<file path="config.mk">
export PLATFORM = sky130hd
export DESIGN_NAME = speech_segment_hysteresis_top
export DESIGN_NICKNAME = d
export VERILOG_FILES = /design/src/rtl/ssh_pkg.sv /design/src/rtl/ssh_core.sv /design/src/rtl/ssh_outq.sv /design/src/rtl/speech_segment_hysteresis_top.sv
export SDC_FILE = /design/constraint.sdc
export NUM_CORES = 1
export LEC_CHECK = 0
export BUFFER_PORTS_ARGS = -buffer_cell sky130_fd_sc_hd__clkbuf_2
export CORE_MARGIN = 2
export CORE_UTILIZATION = 45
export CTS_CLUSTER_DIAMETER = 80
export DETAILED_ROUTE_END_ITERATION = 6
export GPL_TIMING_DRIVEN = 0
export MAX_ROUTING_LAYER = met4
export PLACE_DENSITY_LB_ADDON = 0.1
export SETUP_SLACK_MARGIN = 0.1
export SLEW_MARGIN = 40
export SYNTH_ARGS = -nofsm -noshare
export SYNTH_HDL_FRONTEND = slang
export SYNTH_HIERARCHICAL = 1
export SYNTH_SLANG_ARGS = --single-unit
</file>
<file path="constraint.sdc">
create_clock -name i_clk -period 21 [get_ports i_clk]
set_input_delay 4.2 -clock i_clk [delete_from_list [all_inputs] [get_ports i_clk]]
set_output_delay 4.2 -clock i_clk [all_outputs]
set_load 0.05 [all_outputs]
</file>
<file path="src/rtl/ssh_pkg.sv">
// Shared types and constants for the speech segment hysteresis block.
// Holds the register map, reset values and the word formats used by core and queue.
package ssh_pkg;

    localparam int CFG_ADDR_BITS = 3;
    localparam int CFG_BITS      = 16;
    localparam int PROB_W        = 16;
    localparam int SEG_W         = 16;
    localparam int OUTQ_DEPTH    = 4;
    localparam int OUTQ_PTR_BITS = 2;
    localparam int OUTQ_CNT_BITS = 3;

    typedef enum logic [CFG_ADDR_BITS-1:0] {
        REG_SPEECH_THR  = 3'd0,
        REG_RELEASE_THR = 3'd1,
        REG_MIN_SIL     = 3'd2,
        REG_MIN_SPEECH  = 3'd3,
        REG_PAD         = 3'd4
    } t_cfg_reg;

    localparam logic [CFG_BITS-1:0] RST_SPEECH_THR  = 16'd32768;
    localparam logic [CFG_BITS-1:0] RST_RELEASE_THR = 16'd22938;
    localparam logic [CFG_BITS-1:0] RST_MIN_SIL     = 16'd3;
    localparam logic [CFG_BITS-1:0] RST_MIN_SPEECH  = 16'd8;
    localparam logic [CFG_BITS-1:0] RST_PAD         = 16'd3;

    typedef struct packed {
        logic [CFG_BITS-1:0] speech_thr;
        logic [CFG_BITS-1:0] release_thr;
        logic [CFG_BITS-1:0] min_sil;
        logic [CFG_BITS-1:0] min_speech;
        logic [CFG_BITS-1:0] pad;
    } t_cfg;

    typedef struct packed {
        logic [SEG_W-1:0] seg_start;
        logic [SEG_W-1:0] seg_end;
        logic             reaches_end;
        logic             last_of_run;
    } t_seg_word;

    // Up to two result words per frame; cnt says how many are live, w0 first.
    typedef struct packed {
        t_seg_word   w0;
        t_seg_word   w1;
        logic [1:0]  cnt;
    } t_push;

endpackage

</file>
<file path="src/rtl/ssh_core.sv">
// Per-frame segmentation state machine and result word generation.
// Depends on ssh_pkg for the configuration struct and result word formats.
module ssh_core import ssh_pkg::*; #(
    parameter int FRAME_INDEX_BITS = 16,
    parameter int PROB_BITS        = 16
) (
    input  logic              i_clk,
    input  logic              i_rst_n,
    input  t_cfg              i_cfg,
    input  logic              i_fire,
    input  logic [PROB_W-1:0] i_prob,
    input  logic              i_last,
    output t_push             o_push
);

    localparam int FB = FRAME_INDEX_BITS;
    localparam int CW = (FB > SEG_W) ? FB : SEG_W;
    localparam int EW = CW + 1;
    localparam int PW = (PROB_BITS < PROB_W) ? PROB_BITS : PROB_W;
    localparam logic [FB-1:0] FMAX = {FB{1'b1}};

    logic          r_in_speech, n_in_speech;
    logic          r_sil_act,   n_sil_act;
    logic          r_pend_valid, n_pend_valid;
    logic [FB-1:0] r_sp_start,  n_sp_start;
    logic [FB-1:0] r_sil_start, n_sil_start;
    logic [FB-1:0] r_frame,     n_frame;
    logic [CW-1:0] r_pend_start, n_pend_start;
    logic [EW-1:0] r_pend_end,   n_pend_end;

    logic          hi, below_rel, sil_done, close_main, do_close, keep, merge;
    logic [FB-1:0] count;
    logic [CW-1:0] close_end, s_x, pad_x, ps, seg_len;
    logic [EW-1:0] pe, e_clamp;
    logic          emit_a, emit_b;
    t_seg_word     word_a, word_b;

    always_comb begin
        hi        = i_prob[PW-1:0] >= i_cfg.speech_thr[PW-1:0];
        below_rel = i_prob[PW-1:0] <  i_cfg.release_thr[PW-1:0];
        sil_done  = (r_frame >= r_sil_start) &&
                    (CW'(r_frame - r_sil_start) >= CW'(i_cfg.min_sil));
        count     = (r_frame < FMAX) ? r_frame + FB'(1) : FMAX;

        n_in_speech  = r_in_speech;
        n_sil_act    = r_sil_act;
        n_pend_valid = r_pend_valid;
        n_sp_start   = r_sp_start;
        n_sil_start  = r_sil_start;
        n_frame      = r_frame;
        n_pend_start = r_pend_start;
        n_pend_end   = r_pend_end;
        close_main   = 1'b0;
        emit_a       = 1'b0;
        emit_b       = 1'b0;
        word_a       = '0;
        word_b       = '0;
        keep         = 1'b0;
        merge        = 1'b0;

        // Hysteresis: open on speech, arm a silence run below release.
        if (!r_in_speech) begin
            if (hi) begin
                n_in_speech = 1'b1;
                n_sp_start  = r_frame;
            end
        end else if (hi) begin
            n_sil_act = 1'b0;
        end else if (!r_sil_act) begin
            if (below_rel) begin
                n_sil_act   = 1'b1;
                n_sil_start = r_frame;
            end
        end else if (sil_done) begin
            close_main = 1'b1;
        end

        // One close per frame at most: by a long silence run or by the final frame.
        do_close = close_main || (i_last && n_in_speech);
        if (close_main)
            close_end = CW'(r_sil_start);
        else if (n_sil_act)
            close_end = CW'(n_sil_start);
        else
            close_end = CW'(count);

        s_x     = CW'(n_sp_start);
        pad_x   = CW'(i_cfg.pad);
        seg_len = close_end - s_x;
        ps      = (s_x > pad_x) ? s_x - pad_x : '0;
        pe      = EW'(close_end) + EW'(pad_x);

        if (do_close) begin
            n_in_speech = 1'b0;
            n_sil_act   = 1'b0;
            keep  = (close_end >= s_x) && (seg_len >= CW'(i_cfg.min_speech));
            merge = r_pend_valid && (EW'(ps) <= r_pend_end);
            if (keep) begin
                if (merge) begin
                    n_pend_end = pe;
                end else begin
                    emit_a             = r_pend_valid;
                    word_a.seg_start   = r_pend_start[SEG_W-1:0];
                    word_a.seg_end     = r_pend_end[SEG_W-1:0];
                    n_pend_valid       = 1'b1;
                    n_pend_start       = ps;
                    n_pend_end         = pe;
                end
            end
        end

        // Flush the pending segment with its end clamped at the frame count.
        e_clamp = (n_pend_end < EW'(count)) ? n_pend_end : EW'(count);
        if (i_last && n_pend_valid) begin
            emit_b             = 1'b1;
            word_b.seg_start   = n_pend_start[SEG_W-1:0];
            word_b.seg_end     = e_clamp[SEG_W-1:0];
            word_b.reaches_end = (e_clamp == EW'(count));
        end

        if (i_last) begin
            n_in_speech  = 1'b0;
            n_sil_act    = 1'b0;
            n_pend_valid = 1'b0;
            n_sp_start   = '0;
            n_sil_start  = '0;
            n_frame      = '0;
            n_pend_start = '0;
            n_pend_end   = '0;
        end else if (r_frame < FMAX) begin
            n_frame = r_frame + FB'(1);
        end

        word_a.last_of_run = !emit_b;
        word_b.last_of_run = 1'b1;

        o_push = '0;
        if (i_fire) begin
            if (emit_a) begin
                o_push.w0  = word_a;
                o_push.w1  = word_b;
                o_push.cnt = emit_b ? 2'd2 : 2'd1;
            end else if (emit_b) begin
                o_push.w0  = word_b;
                o_push.cnt = 2'd1;
            end
        end
    end

    always_ff @(posedge i_clk) begin
        if (!i_rst_n) begin
            r_in_speech  <= 1'b0;
            r_sil_act    <= 1'b0;
            r_pend_valid <= 1'b0;
            r_sp_start   <= '0;
            r_sil_start  <= '0;
            r_frame      <= '0;
            r_pend_start <= '0;
            r_pend_end   <= '0;
        end else if (i_fire) begin
            r_in_speech  <= n_in_speech;
            r_sil_act    <= n_sil_act;
            r_pend_valid <= n_pend_valid;
            r_sp_start   <= n_sp_start;
            r_sil_start  <= n_sil_start;
            r_frame      <= n_frame;
            r_pend_start <= n_pend_start;
            r_pend_end   <= n_pend_end;
        end
    end

endmodule

</file>
<file path="src/rtl/ssh_outq.sv">
// Small result queue that takes up to two words per cycle and gives one while the reader does not stall.
// Depends on ssh_pkg for the word format and queue sizing.
module ssh_outq import ssh_pkg::*; (
    input  logic      i_clk,
    input  logic      i_rst_n,
    input  t_push     i_push,
    output logic      o_room,
    output logic      o_valid,
    input  logic      i_stall,
    output t_seg_word o_word
);

    t_seg_word                r_mem [OUTQ_DEPTH];
    logic [OUTQ_PTR_BITS-1:0] r_wr_ptr, n_wr_ptr, wr_ptr1;
    logic [OUTQ_PTR_BITS-1:0] r_rd_ptr, n_rd_ptr;
    logic [OUTQ_CNT_BITS-1:0] r_count, n_count;
    logic                     pop;

    always_comb begin
        pop      = (r_count != '0) && !i_stall;
        wr_ptr1  = r_wr_ptr + OUTQ_PTR_BITS'(1);
        n_wr_ptr = r_wr_ptr + OUTQ_PTR_BITS'(i_push.cnt);
        n_rd_ptr = r_rd_ptr + OUTQ_PTR_BITS'(pop);
        n_count  = r_count + OUTQ_CNT_BITS'(i_push.cnt) - OUTQ_CNT_BITS'(pop);
        o_valid  = (r_count != '0);
        o_room   = (r_count <= OUTQ_CNT_BITS'(OUTQ_DEPTH - 2));
        o_word   = r_mem[r_rd_ptr];
    end

    always_ff @(posedge i_clk) begin
        if (i_push.cnt != 2'd0)
            r_mem[r_wr_ptr] <= i_push.w0;
        if (i_push.cnt == 2'd2)
            r_mem[wr_ptr1] <= i_push.w1;
    end

    always_ff @(posedge i_clk) begin
        if (!i_rst_n) begin
            r_wr_ptr <= '0;
            r_rd_ptr <= '0;
            r_count  <= '0;
        end else begin
            r_wr_ptr <= n_wr_ptr;
            r_rd_ptr <= n_rd_ptr;
            r_count  <= n_count;
        end
    end

endmodule

</file>
<file path="src/rtl/speech_segment_hysteresis_top.sv">
// Top level of the speech segment hysteresis block: configuration registers,
// segmentation core and result queue. Depends on ssh_pkg, ssh_core and ssh_outq.
//
// One speech probability word goes in per frame; padded, merged speech
// segments come out as (start, exclusive end) frame pairs. A frame is taken
// every clock while the result queue has room for two words: the whole
// per-frame update is combinational from the state registers, so the input
// rate is one frame per cycle. A frame yields zero, one or two result words
// (a pending segment pushed out by a new one, then the flush on the final
// frame); those words drain one per cycle, while the receiver does not stall,
// from a four-entry queue, so a sustained run of frames that each give two
// words is held back by the output side. last_of_run marks the final word a frame
// produces, and reaches_end marks a flushed segment that runs to the frame
// count. Frame indices saturate at 2^FRAME_INDEX_BITS-1. The end of
// recording resets the stream state but keeps the configuration. Write
// configuration only while no frame is in flight and the queue is empty.
module speech_segment_hysteresis_top import ssh_pkg::*; #(
    parameter int FRAME_INDEX_BITS = 16,
    parameter int PROB_BITS        = 16
) (
    input  logic                     i_clk,
    input  logic                     i_rst_n,
    // configuration write port
    input  logic                     i_cfg_we,
    input  logic [CFG_ADDR_BITS-1:0] i_cfg_addr,
    input  logic [CFG_BITS-1:0]      i_cfg_data,
    // frame input channel
    input  logic                     i_valid,
    output logic                     o_stall,
    input  logic [PROB_W-1:0]        i_prob,
    input  logic                     i_end_of_recording,
    // segment output channel
    output logic                     o_valid,
    input  logic                     i_stall,
    output logic [SEG_W-1:0]         o_seg_start,
    output logic [SEG_W-1:0]         o_seg_end,
    output logic                     o_reaches_end,
    output logic                     o_last_of_run
);

    t_cfg      r_cfg;
    t_push     push;
    t_seg_word q_word;
    logic      q_room;
    logic      in_fire;

    // Hold the upstream side whenever a frame's worth of words might not fit.
    assign o_stall = !q_room;
    assign in_fire = i_valid && q_room;

    // Register file; writes to unmapped indexes drop.
    always_ff @(posedge i_clk) begin
        if (!i_rst_n) begin
            r_cfg.speech_thr  <= RST_SPEECH_THR;
            r_cfg.release_thr <= RST_RELEASE_THR;
            r_cfg.min_sil     <= RST_MIN_SIL;
            r_cfg.min_speech  <= RST_MIN_SPEECH;
            r_cfg.pad         <= RST_PAD;
        end else if (i_cfg_we) begin
            unique case (i_cfg_addr)
                REG_SPEECH_THR:  r_cfg.speech_thr  <= i_cfg_data;
                REG_RELEASE_THR: r_cfg.release_thr <= i_cfg_data;
                REG_MIN_SIL:     r_cfg.min_sil     <= i_cfg_data;
                REG_MIN_SPEECH:  r_cfg.min_speech  <= i_cfg_data;
                REG_PAD:         r_cfg.pad         <= i_cfg_data;
                default: ;
            endcase
        end
    end

    ssh_core #(
        .FRAME_INDEX_BITS (FRAME_INDEX_BITS),
        .PROB_BITS        (PROB_BITS)
    ) u_core (
        .i_clk   (i_clk),
        .i_rst_n (i_rst_n),
        .i_cfg   (r_cfg),
        .i_fire  (in_fire),
        .i_prob  (i_prob),
        .i_last  (i_end_of_recording),
        .o_push  (push)
    );

    ssh_outq u_outq (
        .i_clk   (i_clk),
        .i_rst_n (i_rst_n),
        .i_push  (push),
        .o_room  (q_room),
        .o_valid (o_valid),
        .i_stall (i_stall),
        .o_word  (q_word)
    );

    assign o_seg_start   = q_word.seg_start;
    assign o_seg_end     = q_word.seg_end;
    assign o_reaches_end = q_word.reaches_end;
    assign o_last_of_run = q_word.last_of_run;

endmodule

</file>
Word-level counts from Yosys, hierarchy flattened
Memory sizes are Yosys's and may differ from the RTL's. A register that Yosys moved wholly into a read port is not among the register bits. Cells that the tools add are included.

Memories kept: 1. Input bits: 41. Memory bits (writable): 136. Word-level logic and storage cells: 125. Bits in registers: 171. Output and inout port bits: 36.

Memories: u_outq.r_mem (words 4, width 34, read ports 1, clocked after Yosys merged registers in 1, write ports 2, line ssh_outq.sv:13) `t_seg_word r_mem [OUTQ_DEPTH];`.

Muxes and demuxes: 60. Magnitude comparators: 11. Equality and inequality tests: 6. $add $sub $neg: 10. Reduce and logical (&&, ||, !) cells: 21.

Operators with widths (number): 16-bit 2-to-1 mux (18); 34-bit 2-to-1 mux (3); 32-bit 2-to-1 mux (3); 16-bit greater-or-equal comparator (5); 70-bit 2-to-1 mux (1); 17-bit 2-to-1 mux (4); 16-bit subtractor (3); 33-bit 2-to-1 mux (1); 1-bit 2-to-1 mux (27); 16-bit by 16-bit adder with 17-bit output (1); 17-bit by 16-bit equality test with 1-bit output (1); 16-bit by 17-bit <= comparator with 1-bit output (1); 17-bit by 16-bit < comparator with 1-bit output (1); 16-bit by 1-bit adder with 16-bit output (second input constant) (1); 16-bit > comparator (1); 16-bit < comparator (1); 16-bit < comparator (second input constant) (1); 2-bit AND reduction (6); 1-bit logical AND (7); 3-bit by 2-bit equality test with 1-bit output (second input constant) (2); 2-bit 2-to-1 mux (3); 2-bit nonzero test (2); 3-bit by 2-bit adder with 3-bit output (1); 3-bit by 1-bit equality test with 1-bit output (second input constant) (1); other kinds (11) (13).

Longest topological paths before layout
Gate-level depths: netlist of run 1.

Word-level depth: 23. Mapped depth: 50. Depth with buffers taken out: 46.

Modules after synthesis
Netlist of run 1, hierarchy kept.

By module, submodules not included: ssh_core (area an instance 10684.0 um^2, instances 1, cells each 1440, seq. area each 1681.6 um^2); ssh_outq (area an instance 6971.7 um^2, instances 1, cells each 375, seq. area each 4224.1 um^2); speech_segment_hysteresis_top (area an instance 3042.9 um^2, instances 1, cells each 295, seq. area each 1601.5 um^2).

Worst setup path before layout of run 1
OpenSTA, ideal clock, no wires.

Kind: input to register. From: input i_prob[13]. To: memory u_outq/r_mem[0][0] in the netlist's numbering (enable). Path buffers: 4. Setup slack: 7.810 ns. Stages on the path: 32. Library setup time: 0.477 ns. Required time: 20.523 ns. Data arrival time: 12.714 ns. Cell sequence: ha_1 -> nand4_1 -> nor2_1 -> o211ai_1 -> o211ai_1 -> nor2b_1 -> clkbuf_1 -> clkbuf_1 -> mux2i_1 -> inv_1 -> ha_1 -> and3_1 -> and3_1 -> a21oi_1 -> a31oi_1 -> o21ai_1 -> clkbuf_1 -> clkbuf_1 -> nor2_1 -> ha_1 -> nor2b_1 -> o21a_1 -> o21a_1 -> o21bai_1 -> a21o_1 -> a41oi_1 -> nand2_1 -> nor2_1 -> ha_1 -> and2_1 -> nor2_1 -> o31ai_1.

RTL lines: start, declared (line speech_segment_hysteresis_top.sv:30) `input logic [PROB_W-1:0] i_prob,`; end, declared (line ssh_outq.sv:13).

==> results, run 1 <==
- The worst setup path is captured at a flip-flop.
- The routed design has around 64 mm of wire.
- Measured against the total synthesized area, the mux share comes to 0.1777.
- Of the total power, the clock network draws 0.369.
- At the pin with the least slew margin, the transition time is 0.9017 ns.
- The switching power is approximately 600 uW.
- The cell area after technology mapping is 20700 um^2.
- The Yosys step of the flow raised 6 warnings.
- Setup violations remaining at the end of the flow were counted as 0.
- The average wire per standard cell is roughly 22 um.
- The internal portion of the total power is approximately 1200 uW.
- The tightest hold path in the finished design has a slack of about 0.46 ns.
- The die is 218.5 um wide.
- The overall overflow remaining after global route is 0.
- By area, the combinational part of the netlist is dominated by multiplexers.
- The number of antenna violations at the first check in global routing was 0.
- The floorplan step set the die height to roughly 220 um.
- The checks that failed: design-rule violations.
- Of the total synthesized cell area, the portion taken by AND, OR, NAND and NOR gates is 0.1312.
- Derived from the worst setup path, the maximum achievable clock frequency is between 0.06 and 0.07 GHz.
- The sum of negative setup slack is 0 ns.
- The via count of the first global-routing pass is roughly 17k.
- Once layout is complete, the utilization of the core stands at 0.5138.
- The latest clock arrival within the worst-skew pair is 0.58 ns.
- The clock period minus worst slack is between 10 and 15 ns.
- The part of the power in combinational logic is 0.276.
- Detailed routing inserted a total of between 15k and 20k vias.
- Of the cells placed in the final design, the portion with a size suffix greater than 1 is 0.1727.
- For the final database, setup skew stands at between 0.03 and 0.04 ns.
- The number of antenna diodes in the final layout is 0.
- The final clock period utilization by the worst path is 0.6957.
- The dominant synthesized flop cell is dfxtp_1.
- The area occupied by multi-input gates is around 12000 um^2.
- The count of instances resized after the clock tree is built is 0.
- The relative slew slack is 0.3988.
- The number of vias per cell is between 5 and 6.
- STA classifies the critical path startpoint as a primary input.
- The proportion of synthesized flip-flops having asynchronous set or reset is 0.
- The complex-gate fraction of the synthesized area is 0.1385.
- The cell repeated most along the worst path is a21oi_1.
- Of the total synthesized cell area, the portion taken by XOR and XNOR cells is 0.03131.
- The count of pins over their slew limit is 0.
- The count of H-tree levels built during CTS is 2.
- The maximum number of pins on one net before global-route repair is 16.
- The DRC marker count from the first detailed-route iteration is approximately 1.2k.
- The critical path contains buffers and inverters numbering 7 combined.
- Among cell families on the critical path, the largest total delay comes from compound AO/OA/AOI/OAI gates.
- From synthesis to final layout, the design area changed by 12.65%.
- Synthesis produced a netlist whose cell count is approximately 2.1k.
- The sequential area share after synthesis is 0.3627.
- The CTS tree is built.
- The share of total power dissipated in sequential elements is 0.355.
- The hold violation total from the final report was 0.
- The count of cell types in the netlist is about 80.
- The placeable core region is 45380 um^2.
- Row generation in the floorplan step produced 78 rows.
- The number of detailed-route iterations in the first pass is 7.
- The die outline area is 47730 um^2.
- No sink is reached through more buffers than the 3 on the longest clock path.
- The HPWL after detailed placement is around 50 mm.
- The slowest cell on the critical path is o211ai_1.
- The top-level port count is 77.
- For this run, the slowest stage of the critical path takes approximately 0.67 ns.
- The first global-routing pass estimated between 90 and 100 mm of wire.
- The aggregate global-route resource usage is 0.2780.
- The reported max-cap violation count is 0.
- The remaining design rule violation count is 2.
- Setup repair after global routing left no endpoint under its margin.
- The count of hold buffers inserted by post-cts repair is 0.
- In this run, CTS created clock tree buffers numbering 38.
- The count of buffers added on input and output ports is 75.
- Summed over all cells, the static leakage comes to 0.009870 uW.
- Of the total synthesized cell area, the portion taken by full adders, half adders and majority gates is 0.1034.
- The sequential cell area is 7507 um^2.
- At the worst endpoint, the arrival time is around 15 ns.
- For this design, the sink count on the clock tree is 307.
- Counting flops and latches in the post-synthesis netlist gives ~300.
- After clock tree synthesis, the clock-pin slew on the worst setup and hold paths is about 0.060 ns.
- The placer congestion estimate is between 0.9 and 1.
- The peak fanout along the critical path is 10.
- In this run the mean area of a mapped cell was roughly 9.8 um^2.
- Fill cells in the final layout number 4123.
- The flow ran to the end, but the final reports show violations.
- The path class of the lowest-slack min-delay path is reg -> reg.
- The number of nets at the end of the flow is between 2k and 2.5k.
- Across the VDD grid, the largest voltage drop is 56.42 uV.
- The number of enable-type register cells in the synthesized netlist is ~140.
- The net switching fraction of the power is 0.3310.
- The critical path data required time is 21.31 ns.
- The initial core utilization is 0.4561.
- The number of nets in the synthesized netlist is 2319.
- The number of nets with antenna violations after detailed routing is 0.
- Power spread over the standard cell area amounts to ~77 nW/um^2.
- Post-CTS timing repair inserted 0 buffers for setup.
- The root cell of the clock tree is clkbuf_16.
- The class of the most critical setup path is in -> reg.
[power by group through the flow]
stage,Combinational [uW],Sequential [uW],Clock [uW]
5_1_grt,540,640,701
2_1_floorplan,365,650,0
6_report,497,640,665
3_5_place_dp,493,652,0
4_1_cts,496,640,678
3_3_place_gp,485,653,0
[tightest hold or removal path, delay by kind of cell (launching register included)]
family,cells,cell delay (ns)
flops,1,0.31
mux,1,0.05
simple gates,1,0.05
[registers in the layout (all words and copies together) (netlist names), 3 cells and up]
register,cells
u_outq/r_mem,136
r_cfg,80
u_core/r_pend_end,17
u_core/r_frame,16
u_core/r_pend_start,16
u_core/r_sil_start,16
u_core/r_sp_start,16
u_outq/r_count,3
[synthesized netlist by cell type (25+ instances only)]
| cell | n | share of area |
|---|---|---|
| dfxtp_1 | 171 | 0.17 |
| nor2_1 | 169 | 0.031 |
| inv_1 | 167 | 0.030 |
| ha_1 | 163 | 0.099 |
| mux2_2 | 141 | 0.077 |
| edfxtp_1 | 136 | 0.20 |
| nand2_1 | 136 | 0.025 |
| mux2i_1 | 126 | 0.061 |
| a21oi_1 | 112 | 0.027 |
| a22oi_1 | 65 | 0.024 |
| clkbuf_1 | 65 | 0.012 |
| o21ai_0 | 56 | 0.014 |
| xnor2_1 | 56 | 0.024 |
| nor2b_1 | 51 | 0.015 |
| a21o_1 | 39 | 0.014 |
| nor3_1 | 39 | 0.0094 |
| mux4_2 | 34 | 0.037 |
| a22o_1 | 31 | 0.013 |
| and2_1 | 30 | 0.0091 |
| nand4_1 | 26 | 0.0079 |
| nand3_1 | 25 | 0.0060 |
[cells in the final DEF, fill, tap and decap left out, drive strengths merged, types with 7 or more instances in the layout]
cell    Yosys  layout
a211oi     11      11
a21boi      8       8
a21o       39      39
a21oi     113     113
a22o       31      31
a22oi      65      65
a31oi       8       8
and2       30      30
and3        9       9
and4        9       9
buf        38      48
clkbuf     65     189
clkinv      0       9
dfxtp     171     171
edfxtp    136     136
ha        163     163
inv       169     171
mux2      146     146
mux2i     126     126
mux4       34      34
nand2     136     136
nand2b     14      14
nand3      26      26
nand4      26      26
nor2      171     171
nor2b      51      51
nor3       40      40
o211ai     10      10
o21a       16      16
o21ai      63      63
o21bai      7       7
o22ai      20      20
o31ai       7       7
or3         9       9
xnor2      56      56
xor2       18      18
[metal layers]
| layer | vias up | GRT usage | wire [um] | part of all wire |
|---|---|---|---|---|
| li1 | 7918 | - | - | - |
| met1 | 8059 | 0.3278 | 26880 | 0.42 |
| met2 | 501 | 0.4744 | 31670 | 0.49 |
| met3 | 150 | 0.04008 | 2893 | 0.045 |
| met4 | 0 | 0.1152 | 2857 | 0.044 |
| met5 | - | - | 0 | 0 |
[kinds of logic (layout without fill, tap and decap cells)]
family                     count (synthesis)  after routing
muxes                                    306            306
xor gates and xnor gates                  74             74
AOI/OAI and AO/OA                        431            431
and+or+nand+nor                          552            552
DFF                                      307            307
buffers and inverters                    272            426
adders and majority gates                168            168
[stage by stage]
step / power (uW) / cell area, um^2 / worst slack, ns / cells
2_1_floorplan: 1015 / 20700 / 7.810 / 2110
4_1_cts: 1813 / 23300 / 6.575 / 2863
3_5_place_dp: 1146 / 22040 / 6.018 / 2794
5_1_grt: 1881 / 23320 / 5.700 / 2864
3_3_place_gp: 1138 / 21820 / 3.579 / 2785
6_report: 1802 / 23320 / 6.390 / 2864
[area by class of cell]
cell class / instances / share of cell area
Inverter: 169 / 0.02721
Clock inverter: 20 / 0.009337
Buffer: 103 / 0.02173
Tap cell: 600 / 0.03220
Sequential cell: 307 / 0.3220
Timing Repair Buffer: 85 / 0.02307
Multi-Input combinational cell: 1531 / 0.5198
Clock buffer: 49 / 0.04470
[worst paths after layout]
kind | startpoint | endpoint | slack (ns) | cells after the start
worst max-delay path | i_prob[2] | u_outq/r_mem[2][1] | 6.39 | 47
worst min-delay path | r_cfg[26] | r_cfg[26] | 0.46 | 2
worst max register to register | r_cfg[66] | u_outq/r_mem[2][1] | 9.78 | 47
worst min register to register | r_cfg[26] | r_cfg[26] | 0.46 | 2
No activity file was read; power rests on OpenSTA's default activity.
==> inputs of run 2 (changes only) <==
Clock period 21 ns to 12.6 ns, I/O delays scaled along.
==> results, run 2 (synthesis gave the netlist of run 1 again) <==
- The run finished with clean final reports.
- The leakage power of the design is 0.009919 uW (+0.50%).
- The top-level port count is 77 (unchanged).
- The placer congestion estimate is 0.9503 (unchanged).
- The setup-violating endpoint count in the final report is 0 (unchanged).
- The path length in cells of the critical path was 50 (+6.4%).
- In the finished design, the share of the clock period the worst path needs comes to 0.9366.
- The sum of negative setup slack is 0 ns (unchanged).
- The family of cells with the greatest summed delay on the critical path is compound AO/OA/AOI/OAI gates.
- The number of fillers in the final layout is 4119 (-0.097%).
- The total clock buffers created by CTS is 38 (unchanged).
- The count of H-tree levels built during CTS came to 2 (unchanged).
- The total number of placement rows was 78 (unchanged).
- The source of the worst register-to-register timing path is u_core/r_frame[1].
- The count of pins over their slew limit is 0 (unchanged).
- Setup repair after global routing left no endpoint under its margin.
- The final design instance area without fill is 23400 um^2 (+0.37%).
- The via count of the first global-routing pass was 16.59k (+0.10%).
- The number of diodes added for antenna fixing is 0 (unchanged).
- The number of nets with antenna violations after detailed routing is 0 (unchanged).
- In the final layout, the registers with the most flip-flops are u_outq/r_mem (136), r_cfg (80), u_core/r_pend_end (17).
- The flip-flop count of the largest register after layout came to 136 (unchanged).
- The first-pass GRT wire length is 98.10 mm (about the same).
- The register bank with the most flops is u_outq/r_mem.
- The count of placed standard cells in the final layout, fillers left out is 2872 (+0.28%).
- By startpoint and endpoint, the worst setup path is classified as in -> reg.
- The DRC marker count from the first detailed-route iteration is 1207 (+1.9%).
- The clock-pin slew of the registers on the worst-case setup and hold paths came to 0.06 ns (about the same).
- The hold path startpoint is r_cfg[26].
- The number of antenna violations at the first check in global routing is 0 (unchanged).
- The maximum number of pins on one net before global-route repair is 16 (unchanged).
- The root cell of the clock tree is clkbuf_16.
- The remaining design rule violation count is 0 (-2).
- The worst setup path is launched from a primary input.
- The die outline area came to 47730 um^2 (unchanged).
- The average wire per standard cell is 22.41 um (-0.18%).
- The overall power is 3018 uW (+68%).
- In the layout the commonest cells are dfxtp_1 (171), inv_1 (167), nor2_1 (167), ha_1 (163), mux2_2 (141).
- Tracing the worst setup path back leads to its startpoint at i_prob[1].
- The cell count of the worst reg-to-reg path is 43 (-8.5%).
- The clock period minus worst slack is 11.80 ns.
- The critical path data required time came to 12.90 ns (-8.41 ns).
- The number of instances in the placed design is 2794 (unchanged).
- The total wire length is 64.36 mm (about the same).
- The worst setup path is captured at a flip-flop.
- The vertical extent of the die is 218.5 um (unchanged).
- The register-to-register setup slack came to 2.42 ns (-7.36 ns).
- The buffers plus inverters on the worst setup path is 7 (unchanged).
- The overall die width came to 218.5 um (unchanged).
- The number of detailed-route iterations in the first pass is 6 (-1).
- The slowest stage of the critical path is the o21ai_2 cell.
- The number of clock sinks is 307 (unchanged).
- The area after detailed placement came to 22040 um^2 (unchanged).
- The capture point of the worst reg-to-reg path is u_outq/r_mem[0][10].
- Timing would allow up to approximately 0.085 GHz.
- The hold violation total from the final report came to 0 (unchanged).
- The number of nets at the end of the flow is 2452 (+0.33%).
- The power per cell area is 129.0 nW/um^2 (+67%).
- The relative slew slack was 0.3829 (-0.01598).
- The pin slew with the least headroom to its limit is 0.9195 ns (+0.01780 ns).
- The latest clock arrival within the worst-skew pair came to 0.58 ns (about the same).
- The CTS tree is built.
- The worst setup slack after placement is -0.7021 ns (-6.720 ns).
- The largest stage delay on the critical path was 0.40 ns (-0.27 ns).
- The largest vdd supply drop is 94.35 uV (+67%).
- The leading cell type in the layout, fill and taps excluded is dfxtp_1.
- The fraction of layout cells with a size suffix above 1 is 0.1783 (+0.005554).
- The overall via count from detail_route is 16.64k (+0.048%).
- The end point of the critical path is u_outq/r_mem[0][10].
- The least setup slack across all paths after layout is 0.7988 ns (-5.592 ns).
- From synthesis to final layout, the design area changed by 13.07%.
- The setup skew after layout was 0.03166 ns (+0.0005449 ns).
- The count of buffers from port buffering is 75 (unchanged).
- The HPWL after detailed placement is 49.86 mm (unchanged).
- The arrival time of the worst setup path came to 12.10 ns (-2.82 ns).
- Among the stages of the critical path, the cell type that occurs most often is a21oi_1.
- The peak fanout along the critical path is 10 (unchanged).
- The number of vias per cell is 5.792 (-0.23%).
- The initial core utilization is 0.4561 (unchanged).
- The reported max-cap violation count came to 0 (unchanged).
- The aggregate global-route resource usage is 0.2782 (about the same).
- The worst hold path belongs to the class reg -> reg.
- The overall overflow remaining after global route is 0 (unchanged).
- The maximum buffer depth of the clock tree is 3 (unchanged).
- The placeable core region came to 45380 um^2 (unchanged).
## run 2: cell count changes in the layout (fill, tap and decap cells not counted), sizes merged
cell	before	now
buf	48	58
clkbuf	189	187
## run 2: worst register-to-register path, delay by kind of cell (launching register included)
family	cells	cell delay, ns
compound gates	21	3.95
mux	3	0.69
flops	1	0.45
buf+inv	7	1.08
simple gates	7	2.08
xor+xnor	1	0.29
fa+ha+maj	4	1.38
## run 2: per-layer routing
metal	global-route usage	share of wire	vias up
met5	-	0	-
met4	0.1132	0.043	0
met3	0.04008	0.046	145
met2	0.4758	0.49	480
met1	0.3279	0.42	8076
li1	-	-	7935
## run 2: cell type report
cell class	instances	area (um^2)	area share
Inverter	169	634.4	0.02711
Clock buffer	49	1042	0.04453
Sequential cell	307	7507	0.3208
Multi-Input combinational cell	1531	12140	0.5187
Buffer	103	513.0	0.02192
Clock inverter	20	217.7	0.009302
Tap cell	600	750.7	0.03208
Timing Repair Buffer	93	598.1	0.02555
## run 2: worst min-delay path by stage
stage	endpoint	slack (ns)	depth (start not counted)
after CTS	r_cfg[43]	0.46	2
after global routing	r_cfg[70]	0.47	2
final	r_cfg[26]	0.46	2
after floorplan	r_cfg[34]	0.43	2
after global placement	r_cfg[54]	0.44	2
after detailed placement	r_cfg[43]	0.45	2
## run 2: stage by stage
step | hold WS [ns] | util
after floorplan | 0.4347 | -
after global placement | 0.4424 | 0.4809
after detailed placement | 0.4492 | 0.4856
after CTS | 0.4594 | 0.5140
after global routing | 0.4738 | 0.5157
final | 0.4577 | 0.5157
## run 2: power breakdown
part	internal, uW	leakage, uW	total (uW)	switching, uW
Clock	652	0.000598	1110	459
Sequential	1050	0.00279	1070	13.6
Combinational	315	0.00653	841	526
Total	2020	0.00992	3020	999
## run 2: what timing repair did
item | in CTS | in global routing
cloned | 0 | 0
endpoints found under the setup margin | 68 | 68
resized for setup | 1 | 14
pin swaps | 1 | 2
hold buffers | 0 | 0
setup buffers | 3 | 5
